## config.mk

```make
export PLATFORM = sky130hd
export DESIGN_NAME = i2c_master_byte_engine_unit
export DESIGN_NICKNAME = d
export VERILOG_FILES = /design/src/rtl/i2cmbe_pkg.sv /design/src/rtl/i2cmbe_core.sv /design/src/rtl/i2cmbe_out_queue.sv /design/src/rtl/i2c_master_byte_engine_unit.sv
export SDC_FILE = /design/constraint.sdc
export NUM_CORES = 1
export LEC_CHECK = 0
export BUFFER_PORTS_ARGS = -buffer_cell sky130_fd_sc_hd__buf_2
export CAP_MARGIN = 20
export CELL_PAD_IN_SITES_DETAIL_PLACEMENT = 0
export CELL_PAD_IN_SITES_GLOBAL_PLACEMENT = 2
export CORE_UTILIZATION = 38
export DETAILED_ROUTE_END_ITERATION = 10
export PLACE_DENSITY = 0.82
export RECOVER_POWER = 100
export SLEW_MARGIN = 40
export SYNTH_ARGS = -nofsm -noshare
export SYNTH_HDL_FRONTEND = slang
export SYNTH_HIERARCHICAL = 1
export SYNTH_SLANG_ARGS = --single-unit
```

## constraint.sdc

```tcl
create_clock -name i_clk -period 3.9 [get_ports i_clk]
set_clock_uncertainty 0.05 [all_clocks]
set_input_delay 0.585 -clock i_clk [delete_from_list [all_inputs] [get_ports i_clk]]
set_output_delay 0.585 -clock i_clk [all_outputs]
set_load 0.01 [all_outputs]
```

## src/rtl/i2cmbe_pkg.sv

```systemverilog
`timescale 1ns / 1ps
package i2cmbe_pkg;

    localparam int unsigned BITS_PER_BYTE = 8;
    localparam int unsigned BIT_CNT_W     = 4;
    localparam int unsigned PHASE_W       = 16;
    localparam int unsigned POLL_W        = 8;
    localparam int unsigned CFG_DATA_W    = 16;
    localparam int unsigned CFG_ADDR_W    = 1;

    localparam logic [PHASE_W-1:0]   PHASE_TICKS_RST = 16'd100;
    localparam logic [POLL_W-1:0]    POLL_LIMIT_RST  = 8'd10;
    localparam logic [BIT_CNT_W-1:0] BYTE_BITS       = 4'(BITS_PER_BYTE);

    typedef enum logic [2:0] {
        OP_NONE  = 3'd0,
        OP_START = 3'd1,
        OP_STOP  = 3'd2,
        OP_WRITE = 3'd3,
        OP_READ  = 3'd4
    } t_op;

    typedef enum logic [CFG_ADDR_W-1:0] {
        CFG_PHASE_TICKS    = 1'b0,
        CFG_ACK_POLL_LIMIT = 1'b1
    } t_cfg_idx;

    typedef enum logic [3:0] {
        S_IDLE     = 4'd0,
        S_ST_SETUP = 4'd1,
        S_ST_HOLD  = 4'd2,
        S_SP_SETUP = 4'd3,
        S_SP_RISE  = 4'd4,
        S_SP_FREE  = 4'd5,
        S_WR_LOW   = 4'd6,
        S_WR_HIGH  = 4'd7,
        S_WA_LOW   = 4'd8,
        S_WA_HIGH  = 4'd9,
        S_RD_LOW   = 4'd10,
        S_RD_HIGH  = 4'd11,
        S_RA_LOW   = 4'd12,
        S_RA_HIGH  = 4'd13
    } t_ctrl_state;

    typedef struct packed {
        logic                 scl_level;
        logic                 sda_pull_low;
        logic                 busy_res;
        logic                 done_res;
        logic [7:0]           rx_byte;
        logic                 ack_missing;
    } t_result;

    typedef struct packed {
        logic [PHASE_W-1:0] phase_ticks;
        logic [POLL_W-1:0]  ack_poll_limit;
    } t_cfg;

endpackage

```

## src/rtl/i2cmbe_core.sv

```systemverilog
`timescale 1ns / 1ps
module i2cmbe_core
    import i2cmbe_pkg::*;
(
    input  logic       i_clk,
    input  logic       i_rst_n,
    input  logic       i_fire,
    input  t_cfg       i_cfg,
    input  logic [2:0] i_op,
    input  logic [7:0] i_tx_byte,
    input  logic       i_nack_after_read,
    input  logic       i_sda_in,
    output t_result    o_result
);

    t_ctrl_state          r_state, n_state;
    logic [BIT_CNT_W-1:0] r_bit_count, n_bit_count;
    logic [7:0]           r_shift, n_shift;
    logic [PHASE_W-1:0]   r_phase, n_phase;
    logic [POLL_W-1:0]    r_poll, n_poll;
    logic                 r_scl, n_scl;
    logic                 r_sda, n_sda;
    logic                 r_nack, n_nack;
    logic                 r_ack_flag, n_ack_flag;
    logic [7:0]           r_rx, n_rx;
    logic                 done;

    logic [PHASE_W-1:0]   limit;
    logic [POLL_W-1:0]    plim;
    logic                 phase_end;
    logic [BIT_CNT_W-1:0] bit_inc;
    logic [POLL_W-1:0]    poll_inc;
    logic                 byte_end;
    logic                 poll_out;
    t_op                  op;

    assign op        = t_op'(i_op);
    assign limit     = (i_cfg.phase_ticks == '0) ? PHASE_W'(1) : i_cfg.phase_ticks;
    assign plim      = (i_cfg.ack_poll_limit == '0) ? POLL_W'(1) : i_cfg.ack_poll_limit;
    assign phase_end = ({1'b0, r_phase} + (PHASE_W+1)'(1)) >= {1'b0, limit};
    assign bit_inc   = r_bit_count + BIT_CNT_W'(1);
    assign poll_inc  = r_poll + POLL_W'(1);
    assign byte_end  = bit_inc >= BYTE_BITS;
    assign poll_out  = poll_inc >= plim;

    // next state
    always_comb begin
        n_state = r_state;
        unique case (r_state)
            S_IDLE: begin
                unique case (op)
                    OP_START: n_state = S_ST_SETUP;
                    OP_STOP:  n_state = S_SP_SETUP;
                    OP_WRITE: n_state = S_WR_LOW;
                    OP_READ:  n_state = S_RD_LOW;
                    default:  n_state = S_IDLE;
                endcase
            end
            S_ST_SETUP: if (phase_end) n_state = S_ST_HOLD;
            S_ST_HOLD:  if (phase_end) n_state = S_IDLE;
            S_SP_SETUP: if (phase_end) n_state = S_SP_RISE;
            S_SP_RISE:  if (phase_end) n_state = S_SP_FREE;
            S_SP_FREE:  if (phase_end) n_state = S_IDLE;
            S_WR_LOW:   if (phase_end) n_state = S_WR_HIGH;
            S_WR_HIGH:  if (phase_end) n_state = byte_end ? S_WA_LOW : S_WR_LOW;
            S_WA_LOW:   if (phase_end) n_state = S_WA_HIGH;
            S_WA_HIGH: begin
                if (phase_end) begin
                    if (!i_sda_in) begin
                        n_state = S_IDLE;
                    end else if (poll_out) begin
                        n_state = S_SP_SETUP;
                    end else begin
                        n_state = S_WA_HIGH;
                    end
                end
            end
            S_RD_LOW:   if (phase_end) n_state = S_RD_HIGH;
            S_RD_HIGH:  if (phase_end) n_state = byte_end ? S_RA_LOW : S_RD_LOW;
            S_RA_LOW:   if (phase_end) n_state = S_RA_HIGH;
            S_RA_HIGH:  if (phase_end) n_state = S_IDLE;
            default:    n_state = S_IDLE;
        endcase
    end

    // line levels, datapath and done
    always_comb begin
        n_bit_count = r_bit_count;
        n_shift     = r_shift;
        n_phase     = r_phase;
        n_poll      = r_poll;
        n_scl       = r_scl;
        n_sda       = r_sda;
        n_nack      = r_nack;
        n_ack_flag  = r_ack_flag;
        n_rx        = r_rx;
        done        = 1'b0;
        unique case (r_state)
            S_IDLE: begin
                unique case (op)
                    OP_START: begin
                        n_scl   = 1'b1;
                        n_sda   = 1'b0;
                        n_phase = '0;
                    end
                    OP_STOP: begin
                        n_scl   = 1'b0;
                        n_sda   = 1'b1;
                        n_phase = '0;
                    end
                    OP_WRITE: begin
                        n_shift     = i_tx_byte;
                        n_bit_count = '0;
                        n_ack_flag  = 1'b0;
                        n_scl       = 1'b0;
                        n_sda       = ~i_tx_byte[7];
                        n_phase     = '0;
                    end
                    OP_READ: begin
                        n_shift     = '0;
                        n_bit_count = '0;
                        n_nack      = i_nack_after_read;
                        n_scl       = 1'b0;
                        n_sda       = 1'b0;
                        n_phase     = '0;
                    end
                    default: ;
                endcase
            end
            S_ST_SETUP, S_ST_HOLD, S_SP_SETUP, S_SP_RISE, S_SP_FREE,
            S_WR_LOW, S_WR_HIGH, S_WA_LOW, S_WA_HIGH,
            S_RD_LOW, S_RD_HIGH, S_RA_LOW, S_RA_HIGH: begin
                if (!phase_end) begin
                    n_phase = r_phase + PHASE_W'(1);
                end else begin
                    n_phase = '0;
                    unique case (r_state)
                        S_ST_SETUP: begin
                            n_scl = 1'b1;
                            n_sda = 1'b1;
                        end
                        S_ST_HOLD: begin
                            n_scl = 1'b0;
                            n_sda = 1'b1;
                            done  = 1'b1;
                        end
                        S_SP_SETUP: begin
                            n_scl = 1'b1;
                            n_sda = 1'b1;
                        end
                        S_SP_RISE: begin
                            n_scl = 1'b1;
                            n_sda = 1'b0;
                        end
                        S_SP_FREE: begin
                            n_scl = 1'b1;
                            n_sda = 1'b0;
                            done  = 1'b1;
                        end
                        S_WR_LOW: begin
                            n_scl = 1'b1;
                        end
                        S_WR_HIGH: begin
                            n_shift     = {r_shift[6:0], 1'b0};
                            n_bit_count = bit_inc;
                            n_scl       = 1'b0;
                            if (byte_end) begin
                                n_poll = '0;
                                n_sda  = 1'b0;
                            end else begin
                                n_sda = ~r_shift[6];
                            end
                        end
                        S_WA_LOW: begin
                            n_scl = 1'b1;
                            n_sda = 1'b0;
                        end
                        S_WA_HIGH: begin
                            if (!i_sda_in) begin
                                n_ack_flag = 1'b0;
                                n_scl      = 1'b0;
                                n_sda      = 1'b1;
                                done       = 1'b1;
                            end else begin
                                n_poll = poll_inc;
                                if (poll_out) begin
                                    n_ack_flag = 1'b1;
                                    n_scl      = 1'b0;
                                    n_sda      = 1'b1;
                                end else begin
                                    n_scl = 1'b1;
                                    n_sda = 1'b0;
                                end
                            end
                        end
                        S_RD_LOW: begin
                            n_scl = 1'b1;
                            n_sda = 1'b0;
                        end
                        S_RD_HIGH: begin
                            n_shift     = {r_shift[6:0], i_sda_in};
                            n_bit_count = bit_inc;
                            n_scl       = 1'b0;
                            n_sda       = byte_end ? ~r_nack : 1'b0;
                        end
                        S_RA_LOW: begin
                            n_scl = 1'b1;
                        end
                        default: begin
                            n_rx  = r_shift;
                            n_scl = 1'b0;
                            n_sda = 1'b0;
                            done  = 1'b1;
                        end
                    endcase
                end
            end
            default: begin
                n_phase = '0;
            end
        endcase
    end

    always_ff @(posedge i_clk) begin
        if (!i_rst_n) begin
            r_state     <= S_IDLE;
            r_bit_count <= '0;
            r_shift     <= '0;
            r_phase     <= '0;
            r_poll      <= '0;
            r_scl       <= 1'b1;
            r_sda       <= 1'b0;
            r_nack      <= 1'b0;
            r_ack_flag  <= 1'b0;
            r_rx        <= '0;
        end else if (i_fire) begin
            r_state     <= n_state;
            r_bit_count <= n_bit_count;
            r_shift     <= n_shift;
            r_phase     <= n_phase;
            r_poll      <= n_poll;
            r_scl       <= n_scl;
            r_sda       <= n_sda;
            r_nack      <= n_nack;
            r_ack_flag  <= n_ack_flag;
            r_rx        <= n_rx;
        end
    end

    // result of this tick, values after the update
    always_comb begin
        o_result.scl_level    = n_scl;
        o_result.sda_pull_low = n_sda;
        o_result.busy_res     = (n_state != S_IDLE);
        o_result.done_res     = done;
        o_result.rx_byte      = n_rx;
        o_result.ack_missing  = n_ack_flag;
    end

endmodule

```

## src/rtl/i2cmbe_out_queue.sv

```systemverilog
`timescale 1ns / 1ps
module i2cmbe_out_queue
    import i2cmbe_pkg::*;
(
    input  logic    i_clk,
    input  logic    i_rst_n,
    input  logic    i_push,
    input  t_result i_data,
    output logic    o_space,
    output logic    o_valid,
    input  logic    i_ready,
    output t_result o_data
);

    t_result    r_mem [2];
    logic       r_wr_ptr;
    logic       r_rd_ptr;
    logic [1:0] r_count;
    logic       pop;

    assign o_space = (r_count != 2'd2);
    assign o_valid = (r_count != 2'd0);
    assign pop     = o_valid && i_ready;
    assign o_data  = r_mem[r_rd_ptr];

    always_ff @(posedge i_clk) begin
        if (i_push) begin
            r_mem[r_wr_ptr] <= i_data;
        end
    end

    always_ff @(posedge i_clk) begin
        if (!i_rst_n) begin
            r_wr_ptr <= 1'b0;
            r_rd_ptr <= 1'b0;
            r_count  <= 2'd0;
        end else begin
            if (i_push) begin
                r_wr_ptr <= ~r_wr_ptr;
            end
            if (pop) begin
                r_rd_ptr <= ~r_rd_ptr;
            end
            if (i_push && !pop) begin
                r_count <= r_count + 2'd1;
            end else if (pop && !i_push) begin
                r_count <= r_count - 2'd1;
            end
        end
    end

endmodule

```

## src/rtl/i2c_master_byte_engine_unit.sv

```systemverilog
`timescale 1ns / 1ps
// result path: an accepted input beat's result is computed combinationally and registered in the output queue
// throughput: one input beat per cycle while the output queue has space; the pin-timing
// state registers update on each accepted beat; a two-entry output queue keeps input open while
// one result beat waits, and input stalls while both entries are full
// reset: synchronous active-low; state idle, scl released, registers to defaults
module i2c_master_byte_engine_unit
    import i2cmbe_pkg::*;
(
    input  logic                  i_clk,
    input  logic                  i_rst_n,
    input  logic                  i_cfg_we,
    input  logic [CFG_ADDR_W-1:0] i_cfg_addr,
    input  logic [CFG_DATA_W-1:0] i_cfg_data,
    input  logic                  i_in_valid,
    output logic                  o_in_ready,
    input  logic [2:0]            i_op,
    input  logic [7:0]            i_tx_byte,
    input  logic                  i_nack_after_read,
    input  logic                  i_sda_in,
    output logic                  o_out_valid,
    input  logic                  i_out_ready,
    output logic                  o_scl_level,
    output logic                  o_sda_pull_low,
    output logic                  o_busy_res,
    output logic                  o_done_res,
    output logic [7:0]            o_rx_byte,
    output logic                  o_ack_missing
);

    t_cfg    r_cfg;
    t_result core_result;
    t_result out_result;
    logic    fire;

    assign fire = i_in_valid && o_in_ready;

    always_ff @(posedge i_clk) begin
        if (!i_rst_n) begin
            r_cfg.phase_ticks    <= PHASE_TICKS_RST;
            r_cfg.ack_poll_limit <= POLL_LIMIT_RST;
        end else if (i_cfg_we) begin
            unique case (t_cfg_idx'(i_cfg_addr))
                CFG_PHASE_TICKS:    r_cfg.phase_ticks    <= i_cfg_data;
                CFG_ACK_POLL_LIMIT: r_cfg.ack_poll_limit <= i_cfg_data[POLL_W-1:0];
                default: ;
            endcase
        end
    end

    i2cmbe_core u_core (
        .i_clk             (i_clk),
        .i_rst_n           (i_rst_n),
        .i_fire            (fire),
        .i_cfg             (r_cfg),
        .i_op              (i_op),
        .i_tx_byte         (i_tx_byte),
        .i_nack_after_read (i_nack_after_read),
        .i_sda_in          (i_sda_in),
        .o_result          (core_result)
    );

    i2cmbe_out_queue u_out_queue (
        .i_clk   (i_clk),
        .i_rst_n (i_rst_n),
        .i_push  (fire),
        .i_data  (core_result),
        .o_space (o_in_ready),
        .o_valid (o_out_valid),
        .i_ready (i_out_ready),
        .o_data  (out_result)
    );

    assign o_scl_level    = out_result.scl_level;
    assign o_sda_pull_low = out_result.sda_pull_low;
    assign o_busy_res     = out_result.busy_res;
    assign o_done_res     = out_result.done_res;
    assign o_rx_byte      = out_result.rx_byte;
    assign o_ack_missing  = out_result.ack_missing;

endmodule

```

==> metrics.txt, run 1 <==
outcome=complete, but fails checks; failing checks=capacitance limit, slew limit; clk slew on worst S/H paths=~0.080 ns; Fmax=~270 MHz; Die Y=~130 um; Fin Hold WS=approximately 0.41 ns; Syn Nets=between 700 and 800; ANT nets after route=0; Max Cap Viol=2; first-pass GRT wire length=~24 mm; pin count of the biggest net entering global routing=52; final net count=slightly below 800; area of the die=~17000 sq um; Vias=5065; post-synth top area share=0.262; Initial Util=0.389; Worst Setup Path Type=flip-flop to flip-flop; CP Max Fanout=9; P_leak=2.87 nW; share of layout cells above drive strength 1=0.140; endpoints failing hold=0; post-synthesis cell count=between 600 and 700; crit path launch=u_core/r_phase[0]; setup TNS=0 ns; ys flop type=dfxtp_1; final WL=between 10 and 15 mm; port bufs=49; number of global-route vias before repair=around 4800; antenna violations before repair=0; Syn. warnings=6; CTS Buf Count=9; slowest stage cell, crit path=dfxtp_2; H-tree Lvls=3; Crit path max-delay family=simple AND/OR/NAND/NOR gates; CTS tree=done; worst vdd ir=~0.00020 V; top cells by area, synth=dfxtp_1 (26%), edfxtp_1 (13%), nand2_1 (5.9%); slew margin rel.=-0.141; clk buf depth=2; # diodes=0; num rows=46; hold_sp=r_cfg[0]; Final period util=0.955; CP Launch Type=flip-flop; reg-to-reg startpoint=u_core/r_phase[0]; area grow syn2layout=11.9%; min cycle time layout=between 3 and 4 ns; Async SR Flop Fraction=0; Syn Area/Cell=roughly 8.9 sq um; reg2reg setup slack=0.17 ns; Sinks on Clock Net=about 110; grt total ovfl=0; WP buf/inv=1; Post-synth EDFFs=26; Mapped Area=about 6200 sq um; cts hold-fix bufs=0; Cell Pwr Density=~450 nW/um^2; core box area=15900 sq um; die width=130 um; Synth Register Bits=between 100 and 150; final setup fails=0; Total GRT Usage=0.184; Worst path most repeated cell=nand4_1; Critical Path RT=3.92 ns; endpoint class of the critical path=flip-flop; drt wl/cell=about 16 um; slowest stage delay, CP=between 0.3 and 0.4 ns; CTS root buffer=clkbuf_16; Yosys cell types=78; GP Congestion=between 0.8 and 0.9; critical path cell sequence=ha_1 > and4_1 > and3_4 > nand4_1 > nor2_2 > xor2_2 > ha_1 > nand4_1 > nor3_1 > o21ai_0 > o21a_2 > nand2_8 > and3_1 > a2111oi_2 > buf_4 > nand4_1; Max Transition Viols Final=91; Util after Layout=0.435; Starting DRT DRC Count=between 400 and 500; 1st-pass router iterations=5; HP Class=flip-flop to flip-flop; DP HPWL=10.6 mm; pre-CTS setup slack=-0.0168 ns; dominant cell type by area after synthesis=dfxtp_1; Commonest cells post-synth=nand2_1 (98), dfxtp_1 (81), nand3_1 (50), inv_1 (34), o21ai_0 (32); Via-to-Cell Ratio=5.35; num ports=50; worst endpoint data arrival time=3.74 ns; DRC=0; register area share after synthesis=0.389; Worst-Margin Slew=approximately 1.7 ns; fin worst setup slack=0.175 ns; count leader, synth=nand2_1; worst skew pair latency=between 0.3 and 0.4 ns
[repair_timing]
action                                  CTS  global route
setup buffers                             0             5
endpoints found under the setup margin    2            37
pin swaps                                 0            12
gates resized for setup                   2            10
[kinds of logic after synthesis]
| group | after synthesis | share of synthesized area |
|---|---|---|
| AND/OR/NAND/NOR | 260 | 0.212 |
| XOR/XNOR | 28 | 0.0397 |
| buffers and inverters | 79 | 0.0607 |
| multiplexers | 39 | 0.0722 |
| flip-flops | 107 | 0.389 |
| adder cells (fa/ha/maj) | 28 | 0.0567 |
| AO/OA/AOI/OAI | 151 | 0.170 |
[where the power goes]
group / internal [mW] / switching (mW)
Clock: 0.457 / 0.458
Combinational: 0.318 / 0.483
Sequential: 1.27 / 0.111
Total: 2.05 / 1.05
[per-stage QoR]
step	power (mW)	std cells	cell area [sq um]
6_report	3.10	946	6920
5_1_grt	3.28	946	6920
4_1_cts	3.14	941	6870
3_5_place_dp	2.21	925	6560
3_3_place_gp	2.20	925	6560
2_1_floorplan	1.96	692	6180
[routing by layer]
layer	share of wire	vias to the layer above	global-route usage
met4	0.023	0	0.0787
met2	0.47	119	0.306
met1	0.47	2388	0.236
met5	0	-	0
li1	-	2533	-
met3	0.037	25	0.0281
[registers in the layout, indices dropped and copies added (netlist names), named ones only]
| name | cells |
|---|---|
| u_core/r_scl | 1 |
| r_cfg | 24 |
| u_out_queue/r_mem | 26 |
| u_core/r_ack_flag | 1 |
| u_out_queue/r_rd_ptr | 1 |
| u_core/r_sda | 1 |
| u_core/r_poll | 8 |
| u_out_queue/r_wr_ptr | 1 |
| u_core/r_nack | 1 |
| u_core/r_bit_count | 4 |
| u_core/r_phase | 16 |
| u_core/r_shift | 8 |
| u_out_queue/r_count | 2 |
| u_core/r_state | 4 |
| u_core/r_rx | 8 |
[final cells by class]
type / instances / area (sq um)
Clock buffer: 9 / 225
Clock inverter: 7 / 80.1
Fill cell: 1617 / 8970
Inverter: 34 / 128
Multi-Input combinational cell: 506 / 3460
Sequential cell: 107 / 2400
Tap cell: 216 / 270
Timing Repair Buffer: 67 / 354
[cell usage in the layout (no fill, tap or decap), drive strengths merged, types with 3 or more instances in the layout]
master	count
a211o	3
a21boi	19
a21oi	23
a31oi	8
and2	10
and3	8
buf	47
clkbuf	28
clkinv	3
dfxtp	81
edfxtp	26
ha	28
inv	37
mux2	21
mux2i	18
nand2	100
nand2b	5
nand3	50
nand3b	7
nand4	11
nor2	30
nor2b	11
nor3	11
nor4	7
o211a	8
o211ai	9
o21a	5
o21ai	43
o21ba	8
or2	3
xnor2	15
xor2	13
[worst min-delay path, stage by stage (launching register included)]
cell and delay, ns:
dfxtp_1 0.31, nand2_1 0.05, mux2i_1 0.05
[worst paths after layout]
kind / depth (start not counted) / end
max reg2reg: 16 / u_out_queue/r_mem[0][10]
min: 2 / r_cfg[0]
max: 16 / u_out_queue/r_mem[0][10]
min reg2reg: 2 / r_cfg[0]
No activity file was read; power rests on OpenSTA's default activity.
==> run 2: changes to the inputs <==
Settings changed: CORE_ASPECT_RATIO set to 0.8, CORE_MARGIN set to 3, PLACE_DENSITY 0.82 to unset, PLACE_DENSITY_LB_ADDON set to 0.1.
==> metrics.txt, run 2 (synthesis results as in run 1) <==
CTS root buffer=clkbuf_16; final WL=16.1 mm (+9.1%); failing checks=capacitance limit, slew limit; Worst Setup Path Type=flip-flop to flip-flop; CTS Buf Count=9 (unchanged); HP Class=flip-flop to flip-flop; final net count=791 (+0.38%); Die Y=120 um (-7.3%); Largest register FFs=26 (unchanged); endpoints failing hold=0 (unchanged); worst endpoint data arrival time=3.76 ns (+0.02 ns); Sinks on Clock Net=107 (unchanged); worst vdd ir=0.000249 V (+27%); final setup fails=0 (unchanged); Max Transition Viols Final=17 (-81%); Most flops, register=u_out_queue/r_mem; outcome=complete, but fails checks; drt wl/cell=17.0 um (+8.8%); die width=149 um (+15%); CTS tree=done; Sequential Area=2410 sq um (+0.16%); num rows=41 (-11%); clk slew on worst S/H paths=0.08 ns (about the same); # diodes=0 (unchanged); core box area=15900 sq um (-0.21%); fillcell total=1606 (-0.68%); Worst-Margin Slew=1.67 ns (-0.0462 ns); antenna violations before repair=0 (unchanged); share of layout cells above drive strength 1=0.141 (+0.000792); worst skew pair latency=0.36 ns (about the same); min cycle time layout=3.72 ns (-0.00381 ns); Starting DRT DRC Count=344 (-16%); clk buf depth=2 (unchanged); number of global-route vias before repair=4753 (-1.5%); area grow syn2layout=12.8%; Top Registers=u_out_queue/r_mem: 26 flops, r_cfg: 24 flops, u_core/r_phase: 16 flops; setup TNS=0 ns (unchanged); slowest stage delay, CP=0.38 ns (about the same); DRC=0 (unchanged); commonest non-fill, non-tap cell in the layout=nand2_1; slew margin rel.=-0.113 (+0.0285); Max Cap Viol=1 (-1); Critical Path RT=3.93 ns (about the same); Cell Pwr Density=464 nW/um^2 (+3.7%); ANT nets after route=0 (unchanged); endpoint class of the critical path=flip-flop; P_leak=2.89 nW (+0.46%); Total GRT Usage=0.181 (-0.00293); Final period util=0.954 (-0.000977); GP Congestion=0.900 (+0.80%); 1st-pass router iterations=5 (unchanged); pin count of the biggest net entering global routing=34 (-35%); CP Launch Type=flip-flop; first-pass GRT wire length=25.5 mm (+6.3%); port bufs=49 (unchanged); critical path cell sequence=ha_4 > and4_4 > and3_4 > nand4_1 > nor2_1 > xor2_1 > ha_1 > a21oi_2 > o21ai_1 > nor2_1 > o21a_2 > nand2_8 > and3_1 > a2111oi_4 > buf_4 > nand4_1; num ports=50 (unchanged); total power=3.24 mW (+4.5%); CP Max Fanout=9 (unchanged); Fmax=269 MHz (+0.10%); Vias=5136 (+1.4%); grt total ovfl=0 (unchanged); slowest stage cell, crit path=dfxtp_4; DP HPWL=11.8 mm (+11%); Initial Util=0.390 (+0.000830); Via-to-Cell Ratio=5.42 (+1.2%); area of the die=17800 sq um (+6.3%); WP buf/inv=1 (unchanged); most frequent cells in the layout=nand2_1 (98), dfxtp_1 (79), nand3_1 (49); area used by multi-input combinational logic=3480 sq um (+0.72%); H-tree Lvls=3 (unchanged); Crit path max-delay family=simple AND/OR/NAND/NOR gates
-- run 2: final cells by class --
cell class | instances | share of cell area
multi-input cells | 506 | 0.499
clock inverters | 7 | 0.0147
clock buffers | 9 | 0.0323
repair buffers | 70 | 0.0520
inverters | 34 | 0.0183
flip-flops and latches | 107 | 0.345
well taps | 215 | 0.0386
-- run 2: worst register-to-register path: stages (launching register included) --
cell and delay, ns:
dfxtp_4 0.38, ha_4 0.15, and4_4 0.22, and3_4 0.20, nand4_1 0.18, nor2_1 0.17
xor2_1 0.23, ha_1 0.31, a21oi_2 0.14, o21ai_1 0.09, nor2_1 0.16, o21a_2 0.26
nand2_8 0.10, and3_1 0.19, a2111oi_4 0.33, buf_4 0.16, nand4_1 0.11
-- run 2: stage by stage --
step / utilization / setup slack [ns] / cell area (sq um) / instances / hold slack (ns)
finish: 0.440 / 0.178 / 6980 / 948 / 0.410
global route: 0.440 / -0.00746 / 6980 / 948 / 0.422
CTS: 0.437 / 0.0192 / 6930 / 946 / 0.412
detailed placement: 0.417 / -0.00252 / 6610 / 930 / 0.398
global placement: 0.417 / 0.120 / 6610 / 930 / 0.396
floorplan: - / 0.423 / 6180 / 692 / 0.385
-- run 2: repair_timing --
item	4_1_cts	5_1_grt
endpoints found under the setup margin	2	60
pin swaps	0	7
gates resized for setup	1	23
gates cloned	0	0
hold buffers	0	0
buffers inserted	0	2
-- run 2: path summary, 6_finish.rpt --
| kind | startpoint | to | slack [ns] | cells after the start |
|---|---|---|---|---|
| worst max register to register | u_core/r_phase[0] | u_out_queue/r_mem[0][10] | 0.18 | 16 |
| worst min-delay path | r_cfg[8] | r_cfg[8] | 0.41 | 2 |
| worst max-delay path | u_core/r_phase[0] | u_out_queue/r_mem[0][10] | 0.18 | 16 |
| worst min register to register | r_cfg[8] | r_cfg[8] | 0.41 | 2 |
-- run 2: layer usage --
| layer | wire [um] | global-route usage | vias up |
|---|---|---|---|
| met2 | 6490 | 0.248 | 135 |
| met5 | 0 | 0 | - |
| met3 | 1100 | 0.0536 | 20 |
| li1 | - | - | 2536 |
| met4 | 191 | 0.0410 | 0 |
| met1 | 8300 | 0.276 | 2445 |
-- run 2: power by group --
part           leakage, nW  internal, mW  switching [mW]
registers            0.909          1.27           0.124
logic                 1.82         0.335           0.512
clock network        0.160         0.522           0.474
total                 2.89          2.13            1.11
